`src/rtl/rep_pkg.sv`:
```
`default_nettype none

package rep_pkg;

   // Fixed field widths of the item and register formats.
   localparam int MODE_W     = 2;
   localparam int PART_W     = 10;
   localparam int POS_W      = 12;
   localparam int PROB_W     = 16;
   localparam int RING_LEN_W = 13;
   localparam int NET_W      = 32;
   localparam int CSR_IDX_W  = 2;
   localparam int CSR_DATA_W = 16;

   // Packed channel widths, rounded up to whole bytes.
   localparam int REQ_DATA_W = 40;
   localparam int RSP_DATA_W = 48;

   // Parameter defaults.
   localparam int DEF_MAX_SITES     = 4096;
   localparam int DEF_MAX_PARTICLES = 1024;
   localparam int DEF_PROB_BITS     = 16;

   // Register indexes of the configuration port.
   localparam logic [CSR_IDX_W-1:0] CSR_RING_LEN     = 2'd0;
   localparam logic [CSR_IDX_W-1:0] CSR_TRACER_PROB  = 2'd1;
   localparam logic [CSR_IDX_W-1:0] CSR_OTHER_PROB   = 2'd2;

   // Register reset values.
   localparam logic [RING_LEN_W-1:0] RST_RING_LEN = 13'd4096;
   localparam logic [PROB_W-1:0]     RST_PROB     = 16'd32768;

   // Shortest ring the block works on.
   localparam int MIN_RING = 2;

   // Saturation limits of the tracer displacement.
   localparam logic [NET_W-1:0] NET_MAX = 32'h7FFF_FFFF;
   localparam logic [NET_W-1:0] NET_MIN = 32'h8000_0000;

   // Width of the shared arithmetic unit; covers every site, length and count.
   localparam int ALU_W = 32;

   typedef enum logic [MODE_W-1:0] {
      MODE_CLEAR = 2'd0,
      MODE_PLACE = 2'd1,
      MODE_STEP  = 2'd2,
      MODE_NOP   = 2'd3
   } mode_type;

   typedef enum logic [3:0] {
      ST_INIT,
      ST_IDLE,
      ST_CLEAR,
      ST_RANGE,
      ST_PLACE,
      ST_PROB,
      ST_INC,
      ST_WRAP,
      ST_OCC_RD,
      ST_OCC_MOVE,
      ST_OCC_MARK,
      ST_RESP
   } state_type;

   typedef enum logic {
      ALU_ADD,
      ALU_SUB
   } alu_op_type;

   typedef struct packed {
      alu_op_type       op;
      logic [ALU_W-1:0] a;
      logic [ALU_W-1:0] b;
   } alu_req_type;

   typedef struct packed {
      logic             lt;
      logic [ALU_W-1:0] res;
   } alu_rsp_type;

endpackage

`default_nettype wire

```
`src/rtl/rep_alu.sv`:
```
`default_nettype none

// Shared add/subtract unit. For a subtraction, lt flags a < b as unsigned values.
module rep_alu (
   input  rep_pkg::alu_req_type req,
   output rep_pkg::alu_rsp_type rsp
);

   logic [rep_pkg::ALU_W:0] wide;

   always_comb begin
      case (req.op)
         rep_pkg::ALU_ADD: begin
            wide = {1'b0, req.a} + {1'b0, req.b};
         end
         rep_pkg::ALU_SUB: begin
            wide = {1'b0, req.a} - {1'b0, req.b};
         end
         default: begin
            wide = '0;
         end
      endcase
      rsp.res = wide[rep_pkg::ALU_W-1:0];
      rsp.lt  = (req.op == rep_pkg::ALU_SUB) && wide[rep_pkg::ALU_W];
   end

endmodule

`default_nettype wire

```
`config.mk`:
```
export PLATFORM = sky130hd
export DESIGN_NAME = rep_alu
export DESIGN_NICKNAME = d
export VERILOG_FILES = /design/src/rtl/rep_pkg.sv /design/src/rtl/rep_alu.sv
export SDC_FILE = /design/constraint.sdc
export NUM_CORES = 1
export LEC_CHECK = 0
export BUFFER_PORTS_ARGS = -buffer_cell sky130_fd_sc_hd__buf_4
export CORE_MARGIN = 2
export CORE_UTILIZATION = 35
export DETAILED_ROUTE_END_ITERATION = 6
export GPL_ROUTABILITY_DRIVEN = 0
export PLACE_DENSITY_LB_ADDON = 0.05
export SYNTH_ARGS = -nofsm -noshare
export SYNTH_HDL_FRONTEND = slang
export SYNTH_SLANG_ARGS = --single-unit
```
`constraint.sdc`:
```
create_clock -name vclk -period 10.9
set_clock_uncertainty 0.1 [all_clocks]
set_input_delay 1.09 -clock vclk [all_inputs]
set_output_delay 1.09 -clock vclk [all_outputs]
set_load 0.02 [all_outputs]
```
After elaboration in Yosys (flattened, before gate mapping)
Index checks and enable logic that the tools add are counted.
{ "word_totals": {"register_bits": 0, "input_bits": 65, "output_inout_bits": 33, "word_cells": 5} }
{ "op_classes": {"add_sub_neg": 2, "n_mux": 1, "n_bitwise": 1, "n_reduce_logical": 1} }
{ "ops": {"columns": ["op", "n"], "rows": [
  ["$pmux W33 S2", 1],
  ["$add A32 B32 Y33", 1],
  ["$sub A32 B32 Y33", 1],
  ["$logic_and A1 B1 Y1", 1],
  ["$not A1 Y1", 1]
]} }

Depth between registers and ports, before layout
{ "depth": {"depth_word": 3, "mapped_depth": 17, "mapped_depth_nobuf": 17} }

Worst setup path after synthesis
OpenSTA, ideal clock, no wires.
{ "synth_timing": {"kind": "input to output", "from": "in req[9] (netlist name)", "to": "out rsp[29] (netlist name)", "arrival_time_ns": 4.581, "required_ns": 9.710, "path_slack_ns": 5.129, "cell_stages": 16, "path_buffers": 0, "cell_sequence": "or4_4 > or3_4 > or2_4 > or2_4 > nor4_1 > nor2_1 > xnor2_1 > ha_1 > a21o_1 > a21o_1 > a21oi_1 > o21ai_0 > a21o_1 > a21oi_1 > o31ai_1 > xor2_1"} }
{ "synth_lines": {"columns": ["item", "line_no", "rtl"], "rows": [
  ["from (decl)", "rep_alu.sv:5", "input rep_pkg::alu_req_type req,"],
  ["to (decl)", "rep_alu.sv:6", "output rep_pkg::alu_rsp_type rsp"]
]} }

==> flow_metrics.env <==
export IMPL_rows=29
export IMPL_clock_power_share_pct=0
export IMPL_cts_resized_gates=0
export IMPL_required_ns=9.71
export IMPL_worstMarginPinSlew_ns=0.557
export IMPL_cp_buffers_inverters=2
export IMPL_synth_top_cells_by_area="ha_1, xnor2_1, a21oi_1, a21o_1, nor2_1"
export IMPL_cts_hold_buf=0
export IMPL_synth_most_common_cell="xnor2_1"
export IMPL_finalMaxSlewViolations=0
export IMPL_ys_seq_area_share_pct=0
export IMPL_hpwl_um=6060
export IMPL_netlist_area_mm2=0.00235
export IMPL_synth_top_area_share_pct=17.6
export IMPL_avgSynthCellArea_um2=6.72
export IMPL_cap_violations=0
export IMPL_switchingPower_uw=178
export IMPL_setup_violations=0
export IMPL_syn_num_nets=449
export IMPL_p_sw_share_pct=55.3
export IMPL_seq_cells=0
export IMPL_post_cts_buffers=0
export IMPL_grt_usage_pct=18.7
export IMPL_synth_warnings=0
export IMPL_synth_top_cell_by_area="ha_1"
export IMPL_drtAntennaViolNets=0
export IMPL_finalCritPeriodShare_pct=56.0
export IMPL_final_core_util_pct=48.9
export IMPL_drive_gt1_share_pct=24.5
export IMPL_final_net_count=538
export IMPL_grt_max_degree=33
export IMPL_cp_arrival_ns=4.91
export IMPL_status="finished, final reports clean"
export IMPL_grt_pass1_vias=2628
export IMPL_die_w_um=86.0
export IMPL_start_kind="primary input"
export IMPL_hold_end="rsp[1]"
export IMPL_routed_wl_um=7110
export IMPL_setup_tns_ns=0
export IMPL_overflow=0
export IMPL_antenna_found_initial=0
export IMPL_area_delta_synth_final_pct=33.6
export IMPL_cp_slowest_cell="or4_4"
export IMPL_slew_headroom_pct=62.6
export IMPL_hold_violations=0
export IMPL_path_max_fanout=7
export IMPL_drtIter0Drc=107
export IMPL_initial_core_util_pct=36.6
export IMPL_grt_setup_unrepaired="false"
export IMPL_diodes=0
export IMPL_placed_area_mm2=0.00314
export IMPL_intPower_uw=144
export IMPL_endpoint_kind="primary output"
export IMPL_power_frac_comb_pct=100.0
export IMPL_power_density_mw_per_mm2=102
export IMPL_wl_per_cell_um=13.8
export IMPL_p_leak_uw=0.00152
export IMPL_port_buffers=98
export IMPL_ir_worst_vdd_mv=0.0584
export IMPL_vias_per_cell=5.45
export IMPL_worst_slack_ns=4.80
export IMPL_ys_top_cells_by_count="xnor2_1, a21oi_1, nor2_1"
export IMPL_min_path_type="in -> out"
export IMPL_synth_distinct_cells=43
export IMPL_worstSetupPathType="in -> out"
export IMPL_path_delay_family="simple AND/OR/NAND/NOR gates"
export IMPL_finalInstanceArea_mm2=0.00314
export IMPL_vias=2800
export IMPL_seqPwrFrac_pct=0
export IMPL_timing_fmax_ghz=0.164
export IMPL_dieHeight_um=86.0
export IMPL_slowest_delay_ns=0.54
export IMPL_finalCriticalPeriod_ns=6.10
export IMPL_multi_input_area_mm2=0.00226
export IMPL_seqCellArea_um2=0
export IMPL_crit_chain="buf_4, or4_4, or3_4, nor3_1, nor2_1, xnor2_1, ha_1, a21o_1, a21oi_1, nand2_1, o21ai_0, a41oi_1, a311o_1, a21oi_1, xnor2_1, buf_4"
export IMPL_synth_cells=350
export IMPL_n_clock_buffer=0
export IMPL_min_path_cells=3
export IMPL_fill_cells=671
export IMPL_drc=0
export IMPL_hold_start="req[33]"
export IMPL_core_mm2=0.00642
export IMPL_grt_pass1_wl_um=11800
export IMPL_pin_count=98
export IMPL_fp_dieArea_mm2=0.00739
export IMPL_dr_pass1_iters=4
export IMPL_pre_cts_ws_ns=4.79
==> layer usage <==
metal	wire, um	track usage [%]
met1	3230	25.0
met2	3390	33.9
met3	404	1.15
met4	81	1.88
met5	0	0
==> power by group through the flow <==
stage                     logic, uW  clock network, uW  registers, uW
after global routing            350                  0              0
after detailed placement        321                  0              0
after CTS                       322                  0              0
final                           322                  0              0
after global placement          321                  0              0
after floorplan                 206                  0              0
==> placed cells by master, fill, tap and decap left out, types with 2 or more instances in the layout <==
master	count
xor2_1	13
nor3_1	10
a211oi_1	2
a31o_2	3
nand3_1	9
nor4_1	5
o21bai_1	4
or2_4	2
inv_1	12
a31oi_1	7
o211ai_1	2
o31ai_1	2
a21o_1	23
nor2_1	42
o21a_1	2
o31a_1	3
ha_1	33
o21ai_0	16
nor2b_1	8
a41oi_1	2
nand2b_1	3
a21oi_1	42
buf_4	98
nand4_1	4
xnor2_1	46
nand2_1	26
and3_1	3
==> per-stage QoR <==
stage                     hold slack, ns  power [uW]  instances
after floorplan                     2.27         206        350
after global placement              2.48         321        514
after detailed placement            2.48         321        514
after CTS                           2.48         322        514
after global routing                2.50         350        514
final                               2.48         322        514
==> logic make-up after synthesis <==
group                      after synthesis  synth area share [%]
adders and majority gates               34                  18.4
xor gates and xnor gates                59                  22.0
AOI/OAI and AO/OA                      115                  31.1
and+or+nand+nor                        118                  24.4
buffers and inverters                   23                  3.67
muxes                                    1                 0.426
==> worst max-delay path by stage <==
stage | start | end | slack (ns) | cells after the start
floorplan | req[9] | rsp[29] | 5.13 | 16
global placement | req[9] | rsp[30] | 4.81 | 16
detailed placement | req[9] | rsp[30] | 4.79 | 16
CTS | req[9] | rsp[30] | 4.78 | 16
global route | req[9] | rsp[30] | 4.43 | 16
finish | req[9] | rsp[30] | 4.80 | 16
==> layout make-up <==
| class | instances | area share [%] |
|---|---|---|
| multi-input combinational | 327 | 72.1 |
| timing repair buffer | 98 | 23.4 |
| tap | 77 | 3.07 |
| inverter | 12 | 1.43 |
==> tightest hold or removal path, stage by stage <==
cell   delay [ns]
buf_4        0.10
fa_1         0.16
buf_4        0.14
No activity file was read; power rests on OpenSTA's default activity.
